## config.mk

```make
export PLATFORM = sky130hd
export DESIGN_NAME = chunk_reorder_receiver_unit_flat
export DESIGN_NICKNAME = d
export VERILOG_FILES = /design/src/design/crr_pkg.sv /design/src/design/crr_ifs.sv /design/src/design/chunk_reorder_receiver_unit.sv /design/src/design/crr_ram.sv /design/src/design/crr_engine.sv /design/src/flat_wrapper.sv
export VERILOG_INCLUDE_DIRS = /design/src /design/src/design
export SDC_FILE = /design/constraint.sdc
export NUM_CORES = 2
export LEC_CHECK = 0
export BUFFER_PORTS_ARGS = -buffer_cell sky130_fd_sc_hd__buf_2
export CAP_MARGIN = 10
export CORE_MARGIN = 5
export CORE_UTILIZATION = 50
export DETAILED_ROUTE_END_ITERATION = 6
export PLACE_DENSITY = 0.71
export SYNTH_ARGS = -nofsm -noshare
export SYNTH_HDL_FRONTEND = slang
export SYNTH_SLANG_ARGS = --single-unit
```

## constraint.sdc

```tcl
create_clock -name clock -period 12.9 [get_ports clock]
set_input_delay 1.29 -clock clock [delete_from_list [all_inputs] [get_ports clock]]
set_output_delay 1.29 -clock clock [all_outputs]
set_load 0.005 [all_outputs]
```

## src/design/chunk_reorder_receiver_unit_assert.svh

```systemverilog
// ----------------------------------------------------------------------------
// Chunk reorder receiver assertion macros
// Shorthand for clocked, reset-qualified concurrent checks.
// ----------------------------------------------------------------------------
`ifndef CHUNK_REORDER_RECEIVER_UNIT_ASSERT_SVH
`define CHUNK_REORDER_RECEIVER_UNIT_ASSERT_SVH

// same-cycle implication
`define CRR_ASSERT_IMPLY(label, ante, cons, msg) \
   label: assert property (@(posedge clock) disable iff (reset) (ante) |-> (cons)) \
      else $error(msg);

// next-cycle implication
`define CRR_ASSERT_NEXT(label, ante, cons, msg) \
   label: assert property (@(posedge clock) disable iff (reset) (ante) |=> (cons)) \
      else $error(msg);

`endif

```

## src/design/crr_pkg.sv

```systemverilog
// ----------------------------------------------------------------------------
// Chunk reorder receiver package
// Field types, codes, sequencer states and the result word layout.
// ----------------------------------------------------------------------------
package crr_pkg;

   localparam int TRANSFERS_DEFAULT = 8;
   localparam int WINDOW_DEFAULT    = 16;
   localparam int MAX_RESULTS       = 16;
   localparam int ACK_DEPTH         = 3;
   localparam int RCNT_W            = $clog2(MAX_RESULTS + 1);

   typedef logic [2:0]  tid_type;
   typedef logic [15:0] seq_type;
   typedef logic [8:0]  clen_type;
   typedef logic [47:0] offset_type;
   typedef logic [3:0]  dslot_type;
   typedef logic [1:0]  status_type;
   typedef logic [1:0]  ackcnt_type;

   localparam logic CMD_OPEN = 1'b0;

   localparam status_type STATUS_OK      = 2'd0;
   localparam status_type STATUS_UNKNOWN = 2'd1;
   localparam status_type STATUS_EMPTY   = 2'd2;
   localparam status_type STATUS_AHEAD   = 2'd3;

   typedef enum logic [2:0] {
      ST_IDLE,
      ST_CTX,
      ST_CHECK,
      ST_REL,
      ST_ONE,
      ST_WB
   } crr_state_type;

   typedef struct packed {
      status_type status;
      logic       deliver_valid;
      seq_type    deliver_seq;
      dslot_type  deliver_slot;
      offset_type deliver_offset;
      clen_type   deliver_length;
      ackcnt_type ack_count;
      seq_type    ack_newest;
      seq_type    ack_middle;
      seq_type    ack_oldest;
      logic       last;
   } crr_result_type;

endpackage

```

## src/design/crr_ifs.sv

```systemverilog
// ----------------------------------------------------------------------------
// Chunk reorder receiver channels
// Valid/ready request and response channels with their payload fields.
// ----------------------------------------------------------------------------
interface crr_req_if;
   import crr_pkg::*;

   logic     valid;
   logic     ready;
   logic     command;
   tid_type  xfer_id;
   seq_type  seq_id;
   clen_type chunk_length;

   modport source (output valid, output command, output xfer_id, output seq_id,
                   output chunk_length, input ready);
   modport sink (input valid, input command, input xfer_id, input seq_id,
                 input chunk_length, output ready);
endinterface

interface crr_rsp_if;
   import crr_pkg::*;

   logic       valid;
   logic       ready;
   status_type status;
   logic       deliver_valid;
   seq_type    deliver_seq;
   dslot_type  deliver_slot;
   offset_type deliver_offset;
   clen_type   deliver_length;
   ackcnt_type ack_count;
   seq_type    ack_newest;
   seq_type    ack_middle;
   seq_type    ack_oldest;
   logic       last;

   modport source (output valid, output status, output deliver_valid, output deliver_seq,
                   output deliver_slot, output deliver_offset, output deliver_length,
                   output ack_count, output ack_newest, output ack_middle,
                   output ack_oldest, output last, input ready);
   modport sink (input valid, input status, input deliver_valid, input deliver_seq,
                 input deliver_slot, input deliver_offset, input deliver_length,
                 input ack_count, input ack_newest, input ack_middle,
                 input ack_oldest, input last, output ready);
endinterface

```

## src/design/chunk_reorder_receiver_unit.sv

```systemverilog
// ----------------------------------------------------------------------------
// Chunk reorder receiver unit
// Receive-side reorder controller: stores chunk lengths per window slot and
// releases contiguous chunks in order with byte offsets and ack history.
// ----------------------------------------------------------------------------
// One word is handled at a time. A word that yields a single result (error or
// unknown transfer) reads the transfer context and then emits that result; an
// open also writes the context back; a data word that releases nothing checks
// the head slot too. A data word that releases N chunks (N up to 16) reads the
// transfer context from the context RAM, checks the head slot, streams one
// result per cycle from the slot-length RAM while rsp_chan.ready stays high,
// then writes the context back, and only then takes a new word. Results sit in
// an output register, so the next word's processing overlaps a waiting result.
// After reset every transfer is closed; no initialization pass is needed.
`include "chunk_reorder_receiver_unit_assert.svh"

module chunk_reorder_receiver_unit #(
   parameter int TRANSFERS = crr_pkg::TRANSFERS_DEFAULT,
   parameter int WINDOW    = crr_pkg::WINDOW_DEFAULT
) (
   input logic       clock,
   input logic       reset,
   crr_req_if.sink   req_chan,
   crr_rsp_if.source rsp_chan
);
   import crr_pkg::*;

   logic           out_free;
   logic           res_load;
   crr_result_type res_data;
   logic           rsp_valid_ff, rsp_valid_in;
   crr_result_type rsp_data_ff, rsp_data_in;

   crr_engine #(.TRANSFERS(TRANSFERS), .WINDOW(WINDOW)) u_engine (
      .clock    (clock),
      .reset    (reset),
      .req_chan (req_chan),
      .out_free (out_free),
      .res_load (res_load),
      .res_data (res_data)
   );

   always_comb begin
      out_free     = !rsp_valid_ff || rsp_chan.ready;
      rsp_valid_in = res_load ? 1'b1 : (rsp_valid_ff && !rsp_chan.ready);
      rsp_data_in  = res_load ? res_data : rsp_data_ff;
   end

   always_ff @(posedge clock) begin
      if (reset) begin
         rsp_valid_ff <= 1'b0;
      end else begin
         rsp_valid_ff <= rsp_valid_in;
      end
      rsp_data_ff <= rsp_data_in;
   end

   assign rsp_chan.valid          = rsp_valid_ff;
   assign rsp_chan.status         = rsp_data_ff.status;
   assign rsp_chan.deliver_valid  = rsp_data_ff.deliver_valid;
   assign rsp_chan.deliver_seq    = rsp_data_ff.deliver_seq;
   assign rsp_chan.deliver_slot   = rsp_data_ff.deliver_slot;
   assign rsp_chan.deliver_offset = rsp_data_ff.deliver_offset;
   assign rsp_chan.deliver_length = rsp_data_ff.deliver_length;
   assign rsp_chan.ack_count      = rsp_data_ff.ack_count;
   assign rsp_chan.ack_newest     = rsp_data_ff.ack_newest;
   assign rsp_chan.ack_middle     = rsp_data_ff.ack_middle;
   assign rsp_chan.ack_oldest     = rsp_data_ff.ack_oldest;
   assign rsp_chan.last           = rsp_data_ff.last;

   `CRR_ASSERT_IMPLY(a_load_into_free, res_load, !rsp_valid_ff || rsp_chan.ready, "result overwrites a waiting word")
   `CRR_ASSERT_IMPLY(a_error_single, rsp_valid_ff && rsp_data_ff.status != STATUS_OK, rsp_data_ff.last && !rsp_data_ff.deliver_valid && rsp_data_ff.ack_count == '0, "error result is not a bare final word")
   `CRR_ASSERT_IMPLY(a_no_delivery_zero, rsp_valid_ff && !rsp_data_ff.deliver_valid, rsp_data_ff.deliver_offset == '0 && rsp_data_ff.deliver_seq == '0 && rsp_data_ff.deliver_length == '0, "delivery fields set without a delivery")
   `CRR_ASSERT_NEXT(a_one_word_at_a_time, req_chan.valid && req_chan.ready, !req_chan.ready, "request taken while a word is in work")

endmodule

```

## src/design/crr_ram.sv

```systemverilog
// ----------------------------------------------------------------------------
// Chunk reorder receiver RAM
// Simple dual-port synchronous RAM, one write and one registered read port.
// ----------------------------------------------------------------------------
module crr_ram #(
   parameter int  WIDTH = 8,
   parameter int  DEPTH = 16,
   localparam int AW    = (DEPTH > 1) ? $clog2(DEPTH) : 1
) (
   input  logic             clock,
   input  logic             wr_en,
   input  logic [AW-1:0]    wr_addr,
   input  logic [WIDTH-1:0] wr_data,
   input  logic             rd_en,
   input  logic [AW-1:0]    rd_addr,
   output logic [WIDTH-1:0] rd_data
);

   logic [WIDTH-1:0] mem_ff [DEPTH];
   logic [WIDTH-1:0] rd_data_ff;

   always_ff @(posedge clock) begin
      if (wr_en) begin
         mem_ff[wr_addr] <= wr_data;
      end
      if (rd_en) begin
         rd_data_ff <= mem_ff[rd_addr];
      end
   end

   assign rd_data = rd_data_ff;

endmodule

```

## src/design/crr_engine.sv

```systemverilog
// ----------------------------------------------------------------------------
// Chunk reorder receiver engine
// Per-transfer context RAM and slot-length RAM with the sequencer that reads
// one transfer context per word and writes it back after an open or accepted chunk.
// ----------------------------------------------------------------------------
module crr_engine #(
   parameter int TRANSFERS = crr_pkg::TRANSFERS_DEFAULT,
   parameter int WINDOW    = crr_pkg::WINDOW_DEFAULT
) (
   input  logic                    clock,
   input  logic                    reset,
   crr_req_if.sink                 req_chan,
   input  logic                    out_free,
   output logic                    res_load,
   output crr_pkg::crr_result_type res_data
);
   import crr_pkg::*;

   localparam int TW        = (TRANSFERS > 1) ? $clog2(TRANSFERS) : 1;
   localparam int SW        = $clog2(WINDOW);
   localparam int SW1       = SW + 1;
   localparam int LAW       = TW + SW;
   localparam int LEN_DEPTH = 2 ** LAW;
   localparam int CLEN_W    = $bits(clen_type);
   // context word: expected seq, expected slot, bytes, full bits, ack history, ack fill
   localparam int CTX_W     = 16 + SW + 48 + WINDOW + 48 + 2;

   crr_state_type state_ff, state_in;

   // captured request word
   logic       cmd_ff;
   tid_type    tid_ff;
   seq_type    seq_ff;
   clen_type   len_ff;

   // working copy of the context
   seq_type          w_exp_ff, w_exp_in;
   logic [SW-1:0]    w_slot_ff, w_slot_in;
   offset_type       w_bytes_ff, w_bytes_in;
   logic [WINDOW-1:0] w_full_ff, w_full_in;
   logic [47:0]      w_ack_ff, w_ack_in;
   ackcnt_type       w_fill_ff, w_fill_in;
   logic [RCNT_W-1:0] k_ff, k_in;
   status_type       status_ff, status_in;
   logic             ack_en_ff, ack_en_in;
   logic             wb_ff, wb_in;

   logic [TRANSFERS-1:0] ctx_valid_ff;

   logic              accept;
   logic [TW-1:0]     tidx;
   logic              tid_known;
   logic              c_valid;

   logic              ctx_rd_en, ctx_wr_en;
   logic [CTX_W-1:0]  ctx_rd_data, ctx_wr_data;
   logic              len_wr_en, len_rd_en;
   logic [LAW-1:0]    len_wr_addr, len_rd_addr;
   clen_type          len_rd_data;

   seq_type           r_exp, c_exp;
   logic [SW-1:0]     r_slot, c_slot;
   offset_type        r_bytes, c_bytes;
   logic [WINDOW-1:0] r_full, c_full;
   logic [47:0]       r_ack, c_ack;
   ackcnt_type        r_fill, c_fill;

   seq_type           seq_dist;
   logic              in_win, old_dup;
   logic [SW1-1:0]    slot_sum;
   logic [SW-1:0]     new_slot;

   logic [SW-1:0]     nxt_slot;
   logic [WINDOW-1:0] nxt_full;
   logic              more;
   logic [48:0]       bytes_sum;
   offset_type        bytes_sat;

   crr_ram #(.WIDTH(CTX_W), .DEPTH(TRANSFERS)) u_ctx_ram (
      .clock   (clock),
      .wr_en   (ctx_wr_en),
      .wr_addr (tidx),
      .wr_data (ctx_wr_data),
      .rd_en   (ctx_rd_en),
      .rd_addr (TW'(req_chan.xfer_id)),
      .rd_data (ctx_rd_data)
   );

   crr_ram #(.WIDTH(CLEN_W), .DEPTH(LEN_DEPTH)) u_len_ram (
      .clock   (clock),
      .wr_en   (len_wr_en),
      .wr_addr (len_wr_addr),
      .wr_data (len_ff),
      .rd_en   (len_rd_en),
      .rd_addr (len_rd_addr),
      .rd_data (len_rd_data)
   );

   assign accept    = (state_ff == ST_IDLE) && req_chan.valid;
   assign tidx      = TW'(tid_ff);
   assign tid_known = int'(tid_ff) < TRANSFERS;
   // a context is open exactly when it has been written since reset
   assign c_valid   = tid_known && ctx_valid_ff[tidx];

   assign {r_exp, r_slot, r_bytes, r_full, r_ack, r_fill} = ctx_rd_data;
   assign c_exp   = c_valid ? r_exp   : '0;
   assign c_slot  = c_valid ? r_slot  : '0;
   assign c_bytes = c_valid ? r_bytes : '0;
   assign c_full  = c_valid ? r_full  : '0;
   assign c_ack   = c_valid ? r_ack   : '0;
   assign c_fill  = c_valid ? r_fill  : '0;

   assign ctx_wr_data = {w_exp_ff, w_slot_ff, w_bytes_ff, w_full_ff, w_ack_ff, w_fill_ff};

   // window position; old duplicates sit in the top WINDOW distances
   assign seq_dist = seq_ff - c_exp;
   assign in_win   = seq_dist < seq_type'(WINDOW);
   assign old_dup  = (~seq_dist) < seq_type'(WINDOW);
   assign slot_sum = {1'b0, c_slot} + SW1'(seq_dist);
   always_comb begin
      if (seq_ff >= c_exp) begin
         new_slot = (slot_sum >= SW1'(WINDOW)) ? SW'(slot_sum - SW1'(WINDOW)) : SW'(slot_sum);
      end else begin
         // crossed the 16-bit wrap, so seq is below WINDOW
         new_slot = SW'(seq_ff);
      end
   end

   assign len_wr_addr = {tidx, new_slot};

   // slot of expected+1 restarts at zero on the 16-bit wrap as well
   assign nxt_slot  = ((w_exp_ff == '1) || (w_slot_ff == SW'(WINDOW - 1))) ? '0
                                                                        : w_slot_ff + 1'b1;
   assign nxt_full  = w_full_ff & ~(WINDOW'(1) << w_slot_ff);
   assign more      = nxt_full[nxt_slot] && (k_ff < RCNT_W'(MAX_RESULTS - 1));
   assign bytes_sum = {1'b0, w_bytes_ff} + 49'(len_rd_data);
   assign bytes_sat = bytes_sum[48] ? '1 : bytes_sum[47:0];

   always_comb begin
      state_in   = state_ff;
      w_exp_in   = w_exp_ff;
      w_slot_in  = w_slot_ff;
      w_bytes_in = w_bytes_ff;
      w_full_in  = w_full_ff;
      w_ack_in   = w_ack_ff;
      w_fill_in  = w_fill_ff;
      k_in       = k_ff;
      status_in  = status_ff;
      ack_en_in  = ack_en_ff;
      wb_in      = wb_ff;
      req_chan.ready = 1'b0;
      ctx_rd_en  = 1'b0;
      ctx_wr_en  = 1'b0;
      len_wr_en  = 1'b0;
      len_rd_en  = 1'b0;
      len_rd_addr = {tidx, w_slot_ff};
      res_load   = 1'b0;
      res_data   = '0;

      case (state_ff)
         ST_IDLE: begin
            req_chan.ready = 1'b1;
            if (req_chan.valid) begin
               ctx_rd_en = 1'b1;
               state_in  = ST_CTX;
            end
         end

         ST_CTX: begin
            status_in = STATUS_OK;
            ack_en_in = 1'b0;
            wb_in     = 1'b0;
            state_in  = ST_ONE;
            if (cmd_ff == CMD_OPEN) begin
               if (!tid_known) begin
                  status_in = STATUS_UNKNOWN;
               end else begin
                  w_exp_in   = '0;
                  w_slot_in  = '0;
                  w_bytes_in = '0;
                  w_full_in  = '0;
                  w_ack_in   = '0;
                  w_fill_in  = '0;
                  ack_en_in  = 1'b1;
                  wb_in      = 1'b1;
               end
            end else if (len_ff == '0) begin
               status_in = STATUS_EMPTY;
            end else if (!c_valid) begin
               status_in = STATUS_UNKNOWN;
            end else if (!in_win && !old_dup) begin
               status_in = STATUS_AHEAD;
            end else begin
               w_exp_in   = c_exp;
               w_slot_in  = c_slot;
               w_bytes_in = c_bytes;
               w_full_in  = c_full;
               if (in_win) begin
                  w_full_in = c_full | (WINDOW'(1) << new_slot);
                  len_wr_en = 1'b1;
               end
               w_ack_in  = {c_ack[31:0], seq_ff};
               w_fill_in = (c_fill < ackcnt_type'(ACK_DEPTH)) ? c_fill + 2'd1 : c_fill;
               k_in      = '0;
               ack_en_in = 1'b1;
               wb_in     = 1'b1;
               state_in  = ST_CHECK;
            end
         end

         ST_CHECK: begin
            if (w_full_ff[w_slot_ff]) begin
               len_rd_en = 1'b1;
               state_in  = ST_REL;
            end else begin
               state_in = ST_ONE;
            end
         end

         ST_REL: begin
            if (out_free) begin
               res_load                = 1'b1;
               res_data.status         = STATUS_OK;
               res_data.deliver_valid  = 1'b1;
               res_data.deliver_seq    = w_exp_ff;
               res_data.deliver_slot   = dslot_type'(w_slot_ff);
               res_data.deliver_offset = w_bytes_ff;
               res_data.deliver_length = len_rd_data;
               res_data.ack_count      = w_fill_ff;
               res_data.ack_newest     = w_ack_ff[15:0];
               res_data.ack_middle     = w_ack_ff[31:16];
               res_data.ack_oldest     = w_ack_ff[47:32];
               res_data.last           = !more;
               w_bytes_in = bytes_sat;
               w_full_in  = nxt_full;
               w_exp_in   = w_exp_ff + 16'd1;
               w_slot_in  = nxt_slot;
               k_in       = k_ff + 1'b1;
               if (more) begin
                  len_rd_en   = 1'b1;
                  len_rd_addr = {tidx, nxt_slot};
               end else begin
                  state_in = ST_WB;
               end
            end
         end

         ST_ONE: begin
            if (out_free) begin
               res_load        = 1'b1;
               res_data.status = status_ff;
               if (ack_en_ff) begin
                  res_data.ack_count  = w_fill_ff;
                  res_data.ack_newest = w_ack_ff[15:0];
                  res_data.ack_middle = w_ack_ff[31:16];
                  res_data.ack_oldest = w_ack_ff[47:32];
               end
               res_data.last = 1'b1;
               state_in = wb_ff ? ST_WB : ST_IDLE;
            end
         end

         ST_WB: begin
            ctx_wr_en = 1'b1;
            state_in  = ST_IDLE;
         end

         default: begin
            state_in = ST_IDLE;
         end
      endcase
   end

   always_ff @(posedge clock) begin
      if (reset) begin
         state_ff     <= ST_IDLE;
         ctx_valid_ff <= '0;
      end else begin
         state_ff <= state_in;
         if (ctx_wr_en) begin
            ctx_valid_ff[tidx] <= 1'b1;
         end
      end
   end

   always_ff @(posedge clock) begin
      if (accept) begin
         cmd_ff <= req_chan.command;
         tid_ff <= req_chan.xfer_id;
         seq_ff <= req_chan.seq_id;
         len_ff <= req_chan.chunk_length;
      end
      w_exp_ff   <= w_exp_in;
      w_slot_ff  <= w_slot_in;
      w_bytes_ff <= w_bytes_in;
      w_full_ff  <= w_full_in;
      w_ack_ff   <= w_ack_in;
      w_fill_ff  <= w_fill_in;
      k_ff       <= k_in;
      status_ff  <= status_in;
      ack_en_ff  <= ack_en_in;
      wb_ff      <= wb_in;
   end

endmodule

```

## src/flat_wrapper.sv

```systemverilog
// flat-port wrapper written by rule: the top's interface ports become plain ports
module chunk_reorder_receiver_unit_flat import crr_pkg::*;
#(
   parameter int TRANSFERS = crr_pkg::TRANSFERS_DEFAULT,
   parameter int WINDOW    = crr_pkg::WINDOW_DEFAULT
)
  (clock, reset, req_chan_valid, req_chan_command, req_chan_xfer_id, req_chan_seq_id, req_chan_chunk_length, req_chan_ready, rsp_chan_valid, rsp_chan_status, rsp_chan_deliver_valid, rsp_chan_deliver_seq, rsp_chan_deliver_slot, rsp_chan_deliver_offset, rsp_chan_deliver_length, rsp_chan_ack_count, rsp_chan_ack_newest, rsp_chan_ack_middle, rsp_chan_ack_oldest, rsp_chan_last, rsp_chan_ready);
  crr_req_if req_chan_i ();
  crr_rsp_if rsp_chan_i ();
  input logic clock;
  input logic reset;
  input wire logic [$bits(req_chan_i.valid)-1:0] req_chan_valid;
  input wire logic [$bits(req_chan_i.command)-1:0] req_chan_command;
  input wire logic [$bits(req_chan_i.xfer_id)-1:0] req_chan_xfer_id;
  input wire logic [$bits(req_chan_i.seq_id)-1:0] req_chan_seq_id;
  input wire logic [$bits(req_chan_i.chunk_length)-1:0] req_chan_chunk_length;
  output wire logic [$bits(req_chan_i.ready)-1:0] req_chan_ready;
  output wire logic [$bits(rsp_chan_i.valid)-1:0] rsp_chan_valid;
  output wire logic [$bits(rsp_chan_i.status)-1:0] rsp_chan_status;
  output wire logic [$bits(rsp_chan_i.deliver_valid)-1:0] rsp_chan_deliver_valid;
  output wire logic [$bits(rsp_chan_i.deliver_seq)-1:0] rsp_chan_deliver_seq;
  output wire logic [$bits(rsp_chan_i.deliver_slot)-1:0] rsp_chan_deliver_slot;
  output wire logic [$bits(rsp_chan_i.deliver_offset)-1:0] rsp_chan_deliver_offset;
  output wire logic [$bits(rsp_chan_i.deliver_length)-1:0] rsp_chan_deliver_length;
  output wire logic [$bits(rsp_chan_i.ack_count)-1:0] rsp_chan_ack_count;
  output wire logic [$bits(rsp_chan_i.ack_newest)-1:0] rsp_chan_ack_newest;
  output wire logic [$bits(rsp_chan_i.ack_middle)-1:0] rsp_chan_ack_middle;
  output wire logic [$bits(rsp_chan_i.ack_oldest)-1:0] rsp_chan_ack_oldest;
  output wire logic [$bits(rsp_chan_i.last)-1:0] rsp_chan_last;
  input wire logic [$bits(rsp_chan_i.ready)-1:0] rsp_chan_ready;
  assign req_chan_i.valid = req_chan_valid;
  assign req_chan_i.command = req_chan_command;
  assign req_chan_i.xfer_id = req_chan_xfer_id;
  assign req_chan_i.seq_id = req_chan_seq_id;
  assign req_chan_i.chunk_length = req_chan_chunk_length;
  assign req_chan_ready = req_chan_i.ready;
  assign rsp_chan_valid = rsp_chan_i.valid;
  assign rsp_chan_status = rsp_chan_i.status;
  assign rsp_chan_deliver_valid = rsp_chan_i.deliver_valid;
  assign rsp_chan_deliver_seq = rsp_chan_i.deliver_seq;
  assign rsp_chan_deliver_slot = rsp_chan_i.deliver_slot;
  assign rsp_chan_deliver_offset = rsp_chan_i.deliver_offset;
  assign rsp_chan_deliver_length = rsp_chan_i.deliver_length;
  assign rsp_chan_ack_count = rsp_chan_i.ack_count;
  assign rsp_chan_ack_newest = rsp_chan_i.ack_newest;
  assign rsp_chan_ack_middle = rsp_chan_i.ack_middle;
  assign rsp_chan_ack_oldest = rsp_chan_i.ack_oldest;
  assign rsp_chan_last = rsp_chan_i.last;
  assign rsp_chan_i.ready = rsp_chan_ready;
  chunk_reorder_receiver_unit #(.TRANSFERS(TRANSFERS), .WINDOW(WINDOW)) u_core (.clock(clock), .reset(reset), .req_chan(req_chan_i), .rsp_chan(rsp_chan_i));
endmodule
```

==> metrics.yaml <==
intPower_mw: 13.2
grt_pass1_wl_um: 418000
grt_overflow: 0
cts_inserted_buffers: 238
wl_per_cell_um: 28.5
fp.dieH_um: 469
drt_iter0_markers: 9987
vias: 65400
max-cap-violations: 0
hold_path_class: "reg2reg"
arrival_ns: 8.51
dp_hpwl_um: 158000
layout-drive-gt1-share: 0.153
crit_fanout: 135
synthDistinctLibCells: 93
antenna_found_initial: 14
start_util: 0.503
clk_pin_slew_ns: 0.06
globalplace.congestion: 0.887
syn-num-nets: 6964
swShare: 0.213
postCtsResizedCells: 0
finalSetupViolCount: 0
p_clk_frac: 0.411
grt_pass1_vias: 63300
layout_commonest_cell: "edfxtp_1"
die_area_mm2: 0.220
async_flop_share: 0
power.total_mw: 16.7
grt_use_total: 0.250
power.density_mw_per_mm2: 143
critPathLaunchType: "flop"
fin_crit_sh: 0.612
drv_slew: 0
relSlewSlack: 0.134
ant_nets: 0
cts_tree: "built"
area_growth_pct: 10.8
r2r_cells: 17
worst_slew_pin_slew_ns: 1.27
num_rows: 168
htreeDepth: 4
cts_post_setup_buffers_inserted: 0
fin_hold_ws_ns: 0.477
hold-path-cell-count: 2
final_hold_viol_count: 0
ios: 166
finClkSkew_ns: 0.0849
cts_sinks: 2537
cts-root-buf: "clkbuf_16"
dr.pass1.iters: 7
viasPerCell: 6.55
violations: "DRC"
cts_buffer_depth: 3
synth_edf_count: 2525
core-area_mm2: 0.210
leakage_nw: 38.7
finalCriticalPeriod_ns: 7.90
mostFrequentLayoutCells: "edfxtp_1 (2525), nand2_1 (1099), and3_1 (253)"
setup_tns_ns: 0
switching_power_mw: 3.56
p_comb_frac: 0.038
syn-cell-area_mm2: 0.106
sequentialPowerShare: 0.551
status: "finished, violations left"
synth_seq_cells: 2537
final_nets: 7028
synth-seq-area-share: 0.721
drcViolationCount: 1
crit_path_end_kind: "flop"
final_util: 0.557
syn-instance-count: 6891
rsz0062_at_grt: "no"
ys_warn_count: 0
cts-hold-fix-buffers: 0
finalWirelength_um: 285000
insertion_delay_ns: 0.91
path_class: "reg2reg"
port_buffers: 165
synth_area_per_cell_um2: 15.3
fmax_ghz: 0.127
ir_drop_mv: 0.161
critical_path_required_ns: 13.51
grt_max_degree: 169
synth_ff_type: "edfxtp_1"
dieWidth_um: 469
[kinds of logic after synthesis]
logic type               synth area share
XOR/XNOR                          0.00564
flip-flops                          0.721
buffers and inverters              0.0226
AND/OR/NAND/NOR                    0.0862
multiplexers                       0.0790
AO/OA/AOI/OAI                      0.0809
adder cells (fa/ha/maj)           0.00496
[worst max-delay path: stages (launching register included)]
cell,delay (ns)
edfxtp_1,0.55
ha_1,0.28
nand4_1,0.26
nor3_2,0.51
a31o_4,0.64
buf_4,0.71
nor4b_4,0.16
o31ai_4,0.32
buf_12,0.41
nand2_2,0.50
buf_4,0.42
and2_4,0.30
buf_12,0.28
mux2i_1,0.34
a2111oi_0,0.26
or4_1,0.67
a2111oi_2,0.35
nand4_1,0.13
[registers in the layout, indices dropped and copies added, names as in the netlist, 4 cells and up]
name,count
u_core.rsp_chan.deliver_seq,16
u_core.u_engine.w_full_ff,16
u_core.rsp_chan.deliver_offset,48
u_core.u_engine.seq_ff,16
u_core.rsp_chan.deliver_slot,4
u_core.u_engine.u_ctx_ram.rd_data,118
u_core.u_engine.w_exp_ff,16
u_core.u_engine.u_len_ram.rd_data,9
u_core.u_engine.w_ack_ff,48
u_core.u_engine.w_bytes_ff,48
u_core.rsp_chan.ack_newest,16
u_core.rsp_chan.ack_oldest,16
u_core.rsp_chan.ack_middle,16
u_core.u_engine.w_slot_ff,4
u_core.u_engine.len_ff,9
u_core.u_engine.ctx_valid_ff,8
u_core.u_engine.u_ctx_ram.mem_ff,944
u_core.u_engine.k_ff,5
u_core.rsp_chan.deliver_length,9
u_core.u_engine.u_len_ram.mem_ff,1152
[power groups by stage]
stage / Sequential [mW] / Combinational, mW / Clock (mW)
detailed placement: 9.39 / 0.623 / 0
global route: 9.21 / 0.667 / 7.30
finish: 9.21 / 0.633 / 6.88
CTS: 9.21 / 0.626 / 6.95
floorplan: 9.41 / 0.353 / 0
global placement: 9.38 / 0.609 / 0
[synthesized netlist by cell type (all sizes together), types with 8 or more instances]
cell type  count  share of area
edfxtp      2525           0.72
nand2       1103          0.039
clkbuf       280          0.010
and3         254          0.015
mux4         242          0.052
buf          214          0.011
nor2         212         0.0077
a32oi        205          0.017
a21oi        203         0.0096
a31oi        202          0.012
mux2i        141          0.013
o21ai        141         0.0067
mux2         131          0.014
nand3        129         0.0063
o22ai        118         0.0070
a2111oi      112         0.0095
and2         109         0.0065
a211oi        93         0.0067
ha            37         0.0044
inv           37         0.0013
nand4         36         0.0021
xnor2         36         0.0030
xor2          32         0.0027
nor4          27         0.0016
o32ai         24         0.0021
nor3          23         0.0012
nor2b         17         0.0010
nand2b        15        0.00089
o211ai        13        0.00092
or2           13        0.00077
dfxtp         12         0.0023
a32o          11         0.0010
a21boi         8        0.00057
a21o           8        0.00057
a22oi          8        0.00057
a31o           8        0.00066
o22a           8        0.00068
[metal layers]
layer,up-vias,GRT usage,share of wire
li1,27300,-,-
met4,10,0.106,0.046
met5,-,0,0.00021
met3,718,0.0518,0.11
met1,32900,0.345,0.38
met2,4426,0.389,0.47
[layout make-up]
type / count / area, µm²
Clock inverter: 142 / 1420
Inverter: 37 / 144
Sequential cell: 2537 / 76100
Multi-Input combinational cell: 3823 / 27400
Tap cell: 2805 / 3510
Antenna cell: 10 / 25.0
Clock buffer: 301 / 6200
Fill cell: 16100 / 92900
Timing Repair Buffer: 318 / 2130
[path summary, 6_finish.rpt]
path	start	end	slack (ns)
setup / recovery	u_core.u_engine.w_exp_ff[0]	u_core.u_engine.u_len_ram.rd_data[1]	5.00
hold reg to reg	u_core.u_engine.ctx_valid_ff[3]	u_core.u_engine.ctx_valid_ff[3]	0.48
hold / removal	u_core.u_engine.ctx_valid_ff[3]	u_core.u_engine.ctx_valid_ff[3]	0.48
setup reg to reg	u_core.u_engine.w_exp_ff[0]	u_core.u_engine.u_len_ram.rd_data[1]	5.00
[through the flow]
step                std cells  setup WS, ns  cell area, µm²
floorplan                6891          3.83          106000
global placement         9510          4.72          109000
detailed placement       9516          5.15          109000
CTS                      9959          5.14          117000
global route             9966          4.76          117000
finish                   9973          5.00          117000
Power figures use the tool's default switching activity.
